<file path="src/design/assert_macros.svh">
// ----------------------------------------------------------------------------
// assert_macros.svh
// Concurrent assertion shorthands for clk / rst clocked logic.
// ----------------------------------------------------------------------------
`ifndef ASSERT_MACROS_SVH
`define ASSERT_MACROS_SVH

// Check a property on every rising edge outside reset.
`define APN_ASSERT(lbl, prop, msg) \
  lbl: assert property (@(posedge clk) disable iff (rst) (prop)) else $error(msg);

// Check an implication on every rising edge outside reset.
`define APN_ASSERT_IMPL(lbl, ante, cons, msg) \
  lbl: assert property (@(posedge clk) disable iff (rst) (ante) |-> (cons)) else $error(msg);

`endif

</file>
<file path="src/design/apn_pkg.sv">
// ----------------------------------------------------------------------------
// apn_pkg
// Shared constants and types for the APN label encoder.
// ----------------------------------------------------------------------------
package apn_pkg;

  // Longest label allowed by the label length byte format
  localparam int MAX_LABEL_DEF = 63;

  // Label separator character
  localparam logic [7:0] DOT_CHAR = 8'd46;

  // Encoder sequencer states
  typedef enum logic [1:0] {
    S_IDLE,
    S_ERR,
    S_LEN,
    S_DATA
  } state_t;

endpackage

</file>
<file path="src/design/apn_ram.sv">
// ----------------------------------------------------------------------------
// apn_ram
// Generic single write port, single read port RAM with registered read.
// ----------------------------------------------------------------------------
module apn_ram #(
  parameter int WIDTH = 8,
  parameter int DEPTH = apn_pkg::MAX_LABEL_DEF,
  localparam int AW = (DEPTH > 1) ? $clog2(DEPTH) : 1
) (
  input  logic             clk,
  input  logic             we,
  input  logic [AW-1:0]    waddr,
  input  logic [WIDTH-1:0] wdata,
  input  logic [AW-1:0]    raddr,
  output logic [WIDTH-1:0] rdata
);

  logic [WIDTH-1:0] mem [DEPTH];

  // Write on enable, read every cycle
  always_ff @(posedge clk) begin
    if (we) begin
      mem[waddr] <= wdata;
    end
    rdata <= mem[raddr];
  end

endmodule

</file>
<file path="src/design/apn_label_encoder.sv">
// A label-closing item moves the sequencer to S_LEN, which loads the length byte once
//   the output slot is free; S_DATA then loads one label byte per cycle while out_ready is high.
// in_ready is high only in S_IDLE, so the input is held off while a label or an error
//   item is emitted.
// Reset (rst, synchronous): empties the label, clears discarding and out_valid.
//   The label RAM is not cleared; only entries written in the open label are read.
// ----------------------------------------------------------------------------
// apn_label_encoder
// Encodes a dotted access point name, one character per item, into
// length-prefixed labels with a single error result for a bad label.
// ----------------------------------------------------------------------------
`include "assert_macros.svh"

module apn_label_encoder #(
  parameter int MAX_LABEL = apn_pkg::MAX_LABEL_DEF
) (
  input  logic       clk,
  input  logic       rst,
  input  logic       in_valid,
  output logic       in_ready,
  input  logic [7:0] ch,
  input  logic       is_last,
  output logic       out_valid,
  input  logic       out_ready,
  output logic [7:0] out_byte,
  output logic       run_end,
  output logic       name_end,
  output logic       error
);

  localparam int AW = (MAX_LABEL > 1) ? $clog2(MAX_LABEL) : 1;
  localparam int CW = $clog2(MAX_LABEL + 1);

  apn_pkg::state_t state, state_next;

  logic [CW-1:0] label_count, label_count_next;
  logic          discarding, discarding_next;
  logic          name_last;
  logic [AW-1:0] rd_addr, rd_addr_next;
  logic [7:0]    rd_data;

  logic slot_free, accept, is_dot, bad, fin;
  logic acc_err, acc_store, acc_emit, acc_drop_end;
  logic load_err, load_len, load_data;

  // Decode the incoming item
  always_comb begin
    slot_free    = !out_valid || out_ready;
    accept       = in_valid && in_ready;
    is_dot       = (ch == apn_pkg::DOT_CHAR);
    bad          = is_dot ? (is_last || (label_count == '0))
                          : (label_count >= CW'(MAX_LABEL));
    acc_err      = accept && !discarding && bad;
    acc_store    = accept && !discarding && !bad && !is_dot;
    acc_emit     = accept && !discarding && !bad && (is_dot || is_last);
    acc_drop_end = accept && discarding && is_last;
    fin          = (CW'(rd_addr) == (label_count - CW'(1)));
  end

  // Sequencer outputs
  always_comb begin
    in_ready  = (state == apn_pkg::S_IDLE) && !rst;
    load_err  = (state == apn_pkg::S_ERR) && slot_free;
    load_len  = (state == apn_pkg::S_LEN) && slot_free;
    load_data = (state == apn_pkg::S_DATA) && slot_free;
  end

  // Sequencer next state
  always_comb begin
    state_next = state;
    case (state)
      apn_pkg::S_IDLE: begin
        if (acc_err) begin
          state_next = apn_pkg::S_ERR;
        end else if (acc_emit) begin
          state_next = apn_pkg::S_LEN;
        end
      end
      apn_pkg::S_ERR: begin
        if (load_err) state_next = apn_pkg::S_IDLE;
      end
      apn_pkg::S_LEN: begin
        if (load_len) state_next = apn_pkg::S_DATA;
      end
      apn_pkg::S_DATA: begin
        if (load_data && fin) state_next = apn_pkg::S_IDLE;
      end
      default: state_next = apn_pkg::S_IDLE;
    endcase
  end

  // Label count, discard flag and read pointer
  always_comb begin
    label_count_next = label_count;
    discarding_next  = discarding;
    rd_addr_next     = rd_addr;
    if (acc_err || acc_drop_end || (load_data && fin)) begin
      label_count_next = '0;
    end else if (acc_store) begin
      label_count_next = label_count + CW'(1);
    end
    if (acc_err) begin
      discarding_next = !is_last;
    end else if (acc_drop_end) begin
      discarding_next = 1'b0;
    end
    if (load_len || (load_data && fin)) begin
      rd_addr_next = '0;
    end else if (load_data) begin
      rd_addr_next = rd_addr + AW'(1);
    end
  end

  // Label buffer; the read address leads the pointer so data matches rd_addr
  apn_ram #(
    .WIDTH (8),
    .DEPTH (MAX_LABEL)
  ) u_label_ram (
    .clk   (clk),
    .we    (acc_store),
    .waddr (AW'(label_count)),
    .wdata (ch),
    .raddr (rd_addr_next),
    .rdata (rd_data)
  );

  // Control registers
  always_ff @(posedge clk) begin
    if (rst) begin
      state       <= apn_pkg::S_IDLE;
      label_count <= '0;
      discarding  <= 1'b0;
      rd_addr     <= '0;
      out_valid   <= 1'b0;
    end else begin
      state       <= state_next;
      label_count <= label_count_next;
      discarding  <= discarding_next;
      rd_addr     <= rd_addr_next;
      if (load_err || load_len || load_data) begin
        out_valid <= 1'b1;
      end else if (out_ready) begin
        out_valid <= 1'b0;
      end
    end
  end

  // Hold the name-end flag of the item that opened the emit
  always_ff @(posedge clk) begin
    if (acc_err || acc_emit) begin
      name_last <= is_last;
    end
  end

  // Load the output register
  always_ff @(posedge clk) begin
    if (load_err) begin
      out_byte <= 8'd0;
      run_end  <= 1'b1;
      name_end <= name_last;
      error    <= 1'b1;
    end else if (load_len) begin
      out_byte <= 8'(label_count);
      run_end  <= 1'b0;
      name_end <= 1'b0;
      error    <= 1'b0;
    end else if (load_data) begin
      out_byte <= rd_data;
      run_end  <= fin;
      name_end <= fin && name_last;
      error    <= 1'b0;
    end
  end

  // Assertions
  `APN_ASSERT(a_count_max, label_count <= CW'(MAX_LABEL), "label count above maximum")
  `APN_ASSERT_IMPL(a_err_zero, out_valid && error, out_byte == 8'd0 && run_end, "bad error item")
  `APN_ASSERT_IMPL(a_rd_range, state == apn_pkg::S_DATA, CW'(rd_addr) < label_count, "read past label")

endmodule

</file>
<file path="config.mk">
export PLATFORM = sky130hd
export DESIGN_NAME = apn_label_encoder
export DESIGN_NICKNAME = d
export VERILOG_FILES = /design/src/design/apn_pkg.sv /design/src/design/apn_ram.sv /design/src/design/apn_label_encoder.sv
export VERILOG_INCLUDE_DIRS = /design/src /design/src/design
export SDC_FILE = /design/constraint.sdc
export NUM_CORES = 1
export LEC_CHECK = 0
export ABC_AREA = 1
export BUFFER_PORTS_ARGS = -buffer_cell sky130_fd_sc_hd__buf_2
export CAP_MARGIN = 0
export CORE_UTILIZATION = 55
export DETAILED_ROUTE_END_ITERATION = 16
export PLACE_DENSITY = 0.71
export SYNTH_ARGS = -nofsm -noshare
export SYNTH_HDL_FRONTEND = slang
export SYNTH_HIERARCHICAL = 1
export SYNTH_SLANG_ARGS = --single-unit
export TNS_END_PERCENT = 30
</file>
<file path="constraint.sdc">
create_clock -name clk -period 3.4 [get_ports clk]
set_input_delay 0.34 -clock clk [delete_from_list [all_inputs] [get_ports clk]]
set_output_delay 0.34 -clock clk [all_outputs]
set_load 0.03 [all_outputs]
</file>
==> key figures, run 1 <==
Outcome
  • Outcome: complete, no violations

Global route
  • Grt ovf: 0
  • Vias in the first global route: 14916
  • Initial antenna violation count: 2
  • GRT Resource Usage Total: 27.6%
  • Wire length of the first global-routing pass: 86700 um
  • Maximum number of pins on one net before global-route repair: 81

Clock tree
  • Total clock sinks: 540
  • TritonCTS clock tree: yes
  • Clock Latency Late Sink: ~0.61 ns
  • Master cell of the clock root buffer: sky130_fd_sc_hd__clkbuf_16
  • Number of setup buffers added after CTS: 0
  • CTS buffer count: 55
  • H-tree level count: 2
  • Clk pin slew, worst setup/hold paths: 0.06 ns
  • Number of buffers on the longest clock path: 3

Worst hold path
  • Class of the tightest hold or removal check: in -> reg
  • Worst Hold Endpoint: discarding
  • Worst hold start: in_valid
  • Depth of the worst hold-timing path: 3

Power and ir drop
  • Combinational Power Share: ~7.5%
  • Clock power frac: between 40% and 50%
  • Sequential share of power: about half
  • Power spent charging and discharging nets: 0.00333 W
  • Proportion of total power due to net switching: 22.9%
  • Internal power: 0.0112 W
  • Peak supply drop: 534 uV
  • Power density of the placed cells: 573 nW/um2
  • Static Leakage: 9.36 nW

Yosys
  • Net count of the mapped netlist: roughly 2100
  • Flop and latch count out of synthesis: 540
  • Fraction of registers with async set/reset: 0%
  • Cells after synthesis: 2035
  • Number of distinct library cell variants in the gate-level netlist after synthesis: 34
  • Mean Syn Cell Area: 11.1 um2
  • Sequential element share of the synthesized area: a little over two thirds
  • Yosys Warn Count: 6
  • Most instantiated flip-flop cell in the synthesis netlist: sky130_fd_sc_hd__edfxtp_1
  • Count of flip-flops with a built-in enable after synthesis: 506
  • Post-synth design cell area: 22500 um2

Critical path
  • Maximum fanout encountered on the critical timing path: 14
  • Crit path max-delay cell type: sky130_fd_sc_hd__nor2_1
  • CP startpoint kind: primary input
  • Required time worst endpoint: 3.64 ns
  • Start of the worst register-to-register path: label_count[1]
  • Critical register-to-register path endpoint: u_label_ram/rdata[1]
  • Type of the setup path with the least slack: in -> reg
  • Cell repeated most along the worst path: sky130_fd_sc_hd__nor2_1
  • Worst R2R Setup Slack: 0.18 ns
  • Ordered list of cells on the worst path: dlygate4sd3_1, buf_2, nor2_1, nand2_1, nor2_1, nand3_1, nand2_1, nand3_4, inv_2, nand4_1, buf_4, nor2_1
  • Maximum cell stage delay along the critical path: between 0.6 and 0.7 ns
  • Worst Path Arrival: 3.53 ns
  • Nature of the critical path endpoint: flop
  • Register-to-Register Path Depth: 21

Timing
  • Setup_tns: 0 ns
  • Worst-case clock skew: 0.0273 ns
  • Achievable Freq: between 300 and 400 MHz
  • Remaining max-slew budget at the tightest pin: between 30% and 40%
  • RSZ-0062 raised after global routing: false
  • Slew @ Worst Pin: 0.945 ns
  • Max Slew Vio Count: 0
  • Post-route clock period utilization: between 90% and 100%
  • Final Hold Fails: 0
  • Count of final setup violators: 0
  • Period minus WS final: 3.29 ns

Routing
  • DRT antenna net count: 0
  • Routed WL: between 50000 and 60000 um
  • Drt drc: 0
  • First-pass iteration count of the detailed router: 5
  • DRC marker count from the first detailed-route iteration: 2005
  • Routed vias/inst: 5.87
  • Detailed-route via count: 15614
  • Average wire per cell in the routed design: 21.9 um

Final layout
  • Number of nets in the layout: 2105
  • Ratio of cells with drive above 1 in the final layout: 10.1%
  • Count of inserted antenna diode cells: 0
  • Post-route non-filler standard cell count: roughly 2700
  • Number of fillers in the final layout: 3022
  • Area grow syn2layout: 12.8%

Floorplan
  • Die footprint: ~42000 um2
  • Placeable core region: 40100 um2
  • Starting Density: a little under three fifths
  • Die Wd: 204 um
  • Number of placement rows: 73
  • Die height: 204 um
  • Io pins: 26

Placed design
  • Number of port buffers: 25
  • GPL Wtd Cong: 0.870
  • HPWL reported at the end of detailed placement: 33100 um
  • Dpl cells: 2550

Flow run
  • Number of maximum-capacitance violations: 0
worst max-delay path, delay by kind of cell:
kind | cells | cell delay, ns
buf+inv | 4 | 1.26
simple gates | 8 | 1.92
power groups by stage:
| stage | clock, W | sequential (W) | combinational (W) |
|---|---|---|---|
| after floorplan | 0 | 0.00757 | 0.000594 |
| after global routing | 0.00639 | 0.00738 | 0.00118 |
| final | 0.00608 | 0.00738 | 0.00109 |
| after CTS | 0.00614 | 0.00738 | 0.00105 |
| after global placement | 0 | 0.00751 | 0.00103 |
| after detailed placement | 0 | 0.00752 | 0.00104 |
metrics by stage:
stage / cell area (um2) / total power [W] / worst slack (ns) / hold slack [ns] / utilization, %
after floorplan: 22500 / 0.00816 / 0.405 / 0.429 / -
after global placement: 23400 / 0.00854 / 0.172 / 0.448 / 58.4
after detailed placement: 23400 / 0.00856 / 0.155 / 0.452 / 58.4
after CTS: 25300 / 0.0146 / 0.133 / 0.0548 / 63.0
after global routing: 25400 / 0.0150 / 0.0432 / 0.0917 / 63.3
final: 25400 / 0.0146 / 0.111 / 0.0856 / 63.3
cell type report:
cell class / count / area, um2 / area share [%]
Inverter: 51 / 201 / 0.793
Timing Repair Buffer: 110 / 1010 / 3.96
Clock inverter: 34 / 347 / 1.36
Multi-Input combinational cell: 1330 / 5840 / 23.0
Sequential cell: 540 / 15900 / 62.5
Clock buffer: 68 / 1470 / 5.78
Tap cell: 525 / 657 / 2.59
synthesized netlist by cell type, types with 10 or more instances:
| library cell | number | area share, % |
|---|---|---|
| sky130_fd_sc_hd__clkbuf_1 | 21 | 0.35 |
| sky130_fd_sc_hd__buf_1 | 17 | 0.28 |
| sky130_fd_sc_hd__buf_4 | 24 | 0.80 |
| sky130_fd_sc_hd__nand2_1 | 712 | 12 |
| sky130_fd_sc_hd__nor2_1 | 99 | 1.7 |
| sky130_fd_sc_hd__edfxtp_1 | 506 | 67 |
| sky130_fd_sc_hd__inv_1 | 41 | 0.68 |
| sky130_fd_sc_hd__buf_2 | 44 | 0.98 |
| sky130_fd_sc_hd__nand4_1 | 14 | 0.39 |
| sky130_fd_sc_hd__dfxtp_1 | 34 | 3.0 |
| sky130_fd_sc_hd__a21oi_1 | 10 | 0.22 |
| sky130_fd_sc_hd__nand3_1 | 439 | 9.8 |
timing repair:
item | 4_1_cts | 5_1_grt
endpoints found under the setup margin | 0 | 8
endpoints found under the hold margin | 2 | 0
gates resized for setup | 0 | 8
hold buffers | 2 | 0
layout by cell type, fill, tap and decap left out, types with 6 or more instances in the layout:
master                      netlist  final
sky130_fd_sc_hd__nand2_1        712    712
sky130_fd_sc_hd__edfxtp_1       506    506
sky130_fd_sc_hd__nand3_1        439    439
sky130_fd_sc_hd__nor2_1          99     94
sky130_fd_sc_hd__buf_4           24     66
sky130_fd_sc_hd__clkbuf_16        0     61
sky130_fd_sc_hd__inv_1           41     41
sky130_fd_sc_hd__dfxtp_1         34     33
sky130_fd_sc_hd__buf_2           44     25
sky130_fd_sc_hd__nand4_1         14     14
sky130_fd_sc_hd__clkinv_1         1     12
sky130_fd_sc_hd__clkinv_2         0     11
sky130_fd_sc_hd__clkbuf_1        21     11
sky130_fd_sc_hd__a21oi_1         10     10
sky130_fd_sc_hd__xor2_1           9      9
sky130_fd_sc_hd__nor4_1           9      9
sky130_fd_sc_hd__buf_12           0      8
sky130_fd_sc_hd__inv_2            8      7
sky130_fd_sc_hd__bufinv_16        0      7
sky130_fd_sc_hd__o211ai_1         6      6
how the worst max path moves through the flow:
stage	to	start	slack, ns
global route	u_label_ram/mem[9][3]	ch[6]	0.04
CTS	u_label_ram/rdata[1]	label_count[0]	0.13
detailed placement	u_label_ram/mem[9][1]	ch[4]	0.15
floorplan	u_label_ram/mem[32][0]	state[1]	0.41
global placement	u_label_ram/mem[48][1]	ch[4]	0.17
finish	u_label_ram/mem[9][1]	ch[6]	0.11
logic make-up (layout without fill, tap and decap cells):
logic type               after synthesis  count (layout)  share of synthesized area [%]
XOR/XNOR                              10              10                          0.389
AND/OR/NAND/NOR                     1291            1291                           24.6
AO/OA/AOI/OAI                         25              25                          0.656
adder cells (fa/ha/maj)                4               4                          0.222
flip-flops                           540             540                           70.5
buffers and inverters                165             263                           3.67
registers in the layout, indices dropped and copies added (netlist names):
name               count
error                  1
u_label_ram/rdata      8
rd_addr                6
label_count            6
name_last              1
out_valid              1
state                  2
run_end                1
name_end               1
u_label_ram/mem      504
out_byte               8
discarding             1
per-layer routing:
layer / global-route usage [%] / share of wire [%] / vias to the layer above
li1: - / - / 7172
met5: 0 / 0 / -
met3: 5.07 / 9.1 / 136
met4: 10.1 / 3.6 / 0
met1: 38.8 / 41 / 7544
met2: 43.1 / 47 / 762
(Power assumes the default switching activity.)
==> inputs of run 2 (changes only) <==
--- a/config.mk
+++ b/config.mk
@@ -14,6 +14,5 @@
 export PLACE_DENSITY = 0.71
 export SYNTH_ARGS = -nofsm -noshare
 export SYNTH_HDL_FRONTEND = slang
-export SYNTH_HIERARCHICAL = 1
 export SYNTH_SLANG_ARGS = --single-unit
 export TNS_END_PERCENT = 30
==> key figures, run 2 <==
Timing
  • Min setup slack post-route: 0.184 ns (was 0.111 ns)
  • Hold Worst Slack: 0.0675 ns (was 0.0856 ns)
  • Count of final setup violators: 0 (unchanged)
  • Post-route clock period utilization: 94.6% (was 96.7%)
  • Max Slew Vio Count: 0 (unchanged)
  • Worst-case clock skew: 0.0203 ns (was 0.0273 ns)
  • Remaining max-slew budget at the tightest pin: 37.3% (was 36.8%)
  • Final Hold Fails: 0 (unchanged)
  • Period minus WS final: 3.22 ns (was 3.29 ns)
  • Achievable Freq: 311 MHz (was 304 MHz)
  • Slew @ Worst Pin: 0.941 ns (was 0.945 ns)
  • RSZ-0062 raised after global routing: false (unchanged)
  • Setup_tns: 0 ns (unchanged)

Critical path
  • Cell repeated most along the worst path: sky130_fd_sc_hd__nand3_1 (was sky130_fd_sc_hd__nor2_1)
  • Start of the worst register-to-register path: label_count[1] (unchanged)
  • CP startpoint kind: flop (was primary input)
  • Type of the setup path with the least slack: reg -> reg (was in -> reg)
  • Critical register-to-register path endpoint: u_label_ram.rdata[1] (was u_label_ram/rdata[1])
  • Required time worst endpoint: 3.95 ns (was 3.64 ns)
  • Maximum cell stage delay along the critical path: 0.34 ns (was 0.63 ns)
  • Worst R2R Setup Slack: 0.18 ns (about the same)
  • Ordered list of cells on the worst path: inv_2, ha_1, inv_1, nand2_1, nand2_1, nor2_1, nand2_1, nor2_2, nand4_4, nand3b_1, clkbuf_16, buf_12, nand3_1, nand3_1, nand3_1, nand3_1, nand3_1, nand2_1 (was dlygate4sd3_1, buf_2, nor2_1, nand2_1, nor2_1, nand3_1, nand2_1, nand3_4, inv_2, nand4_1, buf_4, nor2_1)
  • Number of buffer and inverter stages on the critical path: 4 (unchanged)
  • Nature of the critical path endpoint: flop (unchanged)
  • Maximum fanout encountered on the critical timing path: 37 (was 14)
  • Crit-path leading delay family: simple AND/OR/NAND/NOR gates (unchanged)
  • Worst Path Arrival: 3.77 ns (was 3.53 ns)
  • Crit path max-delay cell type: sky130_fd_sc_hd__dfxtp_1 (was sky130_fd_sc_hd__nor2_1)
  • Register-to-Register Path Depth: 18 (was 21)

Global route
  • Vias in the first global route: 17316 (was 14916)
  • Maximum number of pins on one net before global-route repair: 110 (was 81)
  • GRT Resource Usage Total: 30.0% (was 27.6%)
  • Initial antenna violation count: 1 (was 2)
  • Grt ovf: 0 (unchanged)
  • Wire length of the first global-routing pass: 102000 um (was 86700 um)

Yosys
  • Mean Syn Cell Area: 9.96 um2 (was 11.1 um2)
  • Simple logic cell fraction of the synthesized area: 23.6% (was 24.6%)
  • Post-synth design cell area: 24600 um2 (was 22500 um2)
  • Yosys Warn Count: 0 (was 6)
  • Post-Synth XOR/XNOR Area: 0.214% (was 0.389%)
  • Library cell with the largest summed area after synthesis: sky130_fd_sc_hd__edfxtp_1 (unchanged)
  • Area fraction in compound gates after synthesis: 0.744% (was 0.656%)
  • Count of flip-flops with a built-in enable after synthesis: 506 (unchanged)
  • Most instantiated flip-flop cell in the synthesis netlist: sky130_fd_sc_hd__edfxtp_1 (unchanged)
  • Net count of the mapped netlist: 2482 (was 2052)
  • Most common cell in the synthesized netlist: sky130_fd_sc_hd__edfxtp_1 (was sky130_fd_sc_hd__nand2_1)
  • Cells after synthesis: 2465 (was 2035)
  • Sequential element share of the synthesized area: 64.6% (was 70.5%)
  • Flop and latch count out of synthesis: 540 (unchanged)
  • Multiplexer share of the synthesized area: 0% (unchanged)
  • Adder and majority gate portion of the synthesized area: 0.204% (was 0.222%)
  • Most frequent cells after synthesis: 506 x sky130_fd_sc_hd__edfxtp_1, 488 x sky130_fd_sc_hd__inv_1, 481 x sky130_fd_sc_hd__nand3_1, 415 x sky130_fd_sc_hd__nand2_1, 205 x sky130_fd_sc_hd__nand4_1 (was 712 x sky130_fd_sc_hd__nand2_1, 506 x sky130_fd_sc_hd__edfxtp_1, 439 x sky130_fd_sc_hd__nand3_1, 99 x sky130_fd_sc_hd__nor2_1, 44 x sky130_fd_sc_hd__buf_2)
  • Top-area cell type share of the netlist area: 61.9% (was 67.5%)
  • Main combinational cell family by area after synthesis: simple AND/OR/NAND/NOR gates (unchanged)
  • Fraction of registers with async set/reset: 0% (unchanged)
  • Main area contributors after synthesis: sky130_fd_sc_hd__edfxtp_1 62%, sky130_fd_sc_hd__nand3_1 9.8%, sky130_fd_sc_hd__inv_1 7.5% (was sky130_fd_sc_hd__edfxtp_1 67%, sky130_fd_sc_hd__nand2_1 12%, sky130_fd_sc_hd__nand3_1 9.8%)
  • Number of distinct library cell variants in the gate-level netlist after synthesis: 33 (was 34)

Clock tree
  • H-tree level count: 2 (unchanged)
  • TritonCTS clock tree: yes (unchanged)
  • Clk pin slew, worst setup/hold paths: 0.06 ns (about the same)
  • Master cell of the clock root buffer: sky130_fd_sc_hd__clkbuf_16 (unchanged)
  • Total clock sinks: 540 (unchanged)
  • CTS buffer count: 54 (was 55)
  • Number of buffers on the longest clock path: 3 (unchanged)
  • Clock Latency Late Sink: 0.63 ns (was 0.61 ns)

Final layout
  • Flip-flop count of the largest register after layout: 504 (unchanged)
  • Biggest regs: u_label_ram.mem (504), out_byte (8), u_label_ram.rdata (8) (was u_label_ram/mem (504), out_byte (8), u_label_ram/rdata (8))
  • Post-route non-filler standard cell count: 3152 (was 2658)
  • Number of nets in the layout: 2530 (was 2105)
  • Commonest cells after routing, fill and taps aside: 506 x sky130_fd_sc_hd__edfxtp_1, 487 x sky130_fd_sc_hd__inv_1, 481 x sky130_fd_sc_hd__nand3_1 (was 712 x sky130_fd_sc_hd__nand2_1, 506 x sky130_fd_sc_hd__edfxtp_1, 439 x sky130_fd_sc_hd__nand3_1)
  • Fin util: 62.5% (was 63.3%)
  • Number of fillers in the final layout: 3608 (was 3022)
  • Most common library cell in the layout ignoring fill and taps: sky130_fd_sc_hd__edfxtp_1 (was sky130_fd_sc_hd__nand2_1)
  • Area grow syn2layout: 12.3% (was 12.8%)
  • Ratio of cells with drive above 1 in the final layout: 9.46% (was 10.1%)
  • Register with the highest flop count: u_label_ram.mem (was u_label_ram/mem)

Routing
  • Detailed-route via count: 18298 (was 15614)
  • DRT antenna net count: 0 (unchanged)
  • Routed WL: 68300 um (was 58200 um)
  • Average wire per cell in the routed design: 21.7 um (was 21.9 um)
  • Routed vias/inst: 5.81 (was 5.87)
  • First-pass iteration count of the detailed router: 6 (was 5)
  • DRC marker count from the first detailed-route iteration: 2349 (was 2005)
  • Drt drc: 0 (unchanged)

Worst hold path
  • Depth of the worst hold-timing path: 4 (was 3)
  • Worst Hold Endpoint: out_valid (was discarding)
  • Worst hold start: out_ready (was in_valid)
  • Class of the tightest hold or removal check: in -> reg (unchanged)

Floorplan
  • Die Wd: 213 um (was 204 um)
  • Io pins: 26 (unchanged)
  • Die height: 213 um (was 204 um)
  • Number of placement rows: 77 (was 73)
  • Placeable core region: 44100 um2 (was 40100 um2)
  • Starting Density: 55.7% (was 56.2%)
  • Die footprint: 45500 um2 (was 41800 um2)

Placed design
  • Dpl ws: 0.122 ns (was 0.155 ns)
  • GPL Wtd Cong: 0.994 (was 0.870)
  • HPWL reported at the end of detailed placement: 39400 um (was 33100 um)
  • Number of port buffers: 25 (unchanged)
  • Dpl cells: 3045 (was 2550)

Power and ir drop
  • Power density of the placed cells: 551 nW/um2 (was 573 nW/um2)
  • Peak supply drop: 439 uV (was 534 uV)
  • Static Leakage: 11.7 nW (was 9.36 nW)

Outcome
  • Outcome: complete, no violations (unchanged)

Flow run
  • Number of maximum-capacitance violations: 0 (unchanged)
[run 2: cell count changes after synthesis, sizes merged, moves of 40 or more]
cell	before	now
nand2	715	416
clkbuf	21	61
nand4	14	206
inv	50	496
nand3	441	482
[run 2: per-stage QoR]
stage	power [W]	instance area [um2]
floorplan	0.00874	24600
global placement	0.00945	25800
detailed placement	0.00947	25800
CTS	0.0152	27500
global route	0.0156	27600
finish	0.0152	27600
[run 2: how the worst max path moves through the flow]
stage                         startpoint                      to  slack [ns]  cells after the start
final                     label_count[1]    u_label_ram.rdata[1]        0.18                     18
after global routing      label_count[1]    u_label_ram.rdata[0]       0.006                     19
after CTS                 label_count[1]    u_label_ram.rdata[1]        0.10                     19
after detailed placement  label_count[1]    u_label_ram.rdata[1]        0.12                     19
after global placement    label_count[1]    u_label_ram.rdata[1]        0.15                     19
after floorplan                 state[1]  u_label_ram.mem[11][0]        0.49                     10
[run 2: kinds of logic after synthesis]
group / Yosys count
AOI/OAI and AO/OA: 31
xor gates and xnor gates: 6
adders and majority gates: 4
buffers and inverters: 654
DFF: 540
and+or+nand+nor: 1230
[run 2: where the power goes]
group | switching (W) | leakage, nW | internal, W
clock | 0.00254 | 0.836 | 0.00326
sequential | 0.0000586 | 4.83 | 0.00736
combinational | 0.00151 | 6.02 | 0.000480
[run 2: repair_timing]
item,4_1_cts,5_1_grt
hold buffers,1,0
hold endpoints to repair,1,0
buffers inserted,0,1
endpoints found under the setup margin,0,6
resized for setup,0,4
[run 2: final cells by class]
class	count	area, um2	area share [%]
diodes	1	2.50	0.00907
clock buffers	71	1500	5.43
clock inverters	31	216	0.785
inverters	497	1880	6.81
multi-input cells	1271	6100	22.1
flip-flops and latches	540	15900	57.5
well taps	592	741	2.69
repair buffers	149	1270	4.61
[run 2: worst reg2reg max path, cell delays in order (launching register included)]
cell and delay, ns:
sky130_fd_sc_hd__dfxtp_1 0.34, sky130_fd_sc_hd__inv_2 0.07, sky130_fd_sc_hd__ha_1 0.32, sky130_fd_sc_hd__inv_1 0.05, sky130_fd_sc_hd__nand2_1 0.05, sky130_fd_sc_hd__nand2_1 0.05
sky130_fd_sc_hd__nor2_1 0.11, sky130_fd_sc_hd__nand2_1 0.07, sky130_fd_sc_hd__nor2_2 0.18, sky130_fd_sc_hd__nand4_4 0.18, sky130_fd_sc_hd__nand3b_1 0.27, sky130_fd_sc_hd__clkbuf_16 0.32
sky130_fd_sc_hd__buf_12 0.26, sky130_fd_sc_hd__nand3_1 0.17, sky130_fd_sc_hd__nand3_1 0.16, sky130_fd_sc_hd__nand3_1 0.11, sky130_fd_sc_hd__nand3_1 0.24, sky130_fd_sc_hd__nand3_1 0.12
sky130_fd_sc_hd__nand2_1 0.09
[run 2: layer usage]
| layer | part of all wire, % | GRT usage [%] | up-vias |
|---|---|---|---|
| li1 | - | - | 8393 |
| met2 | 46 | 47.0 | 967 |
| met3 | 9.6 | 5.15 | 160 |
| met1 | 40 | 41.4 | 8776 |
| met4 | 4.0 | 13.3 | 2 |
| met5 | 0.013 | 0 | - |
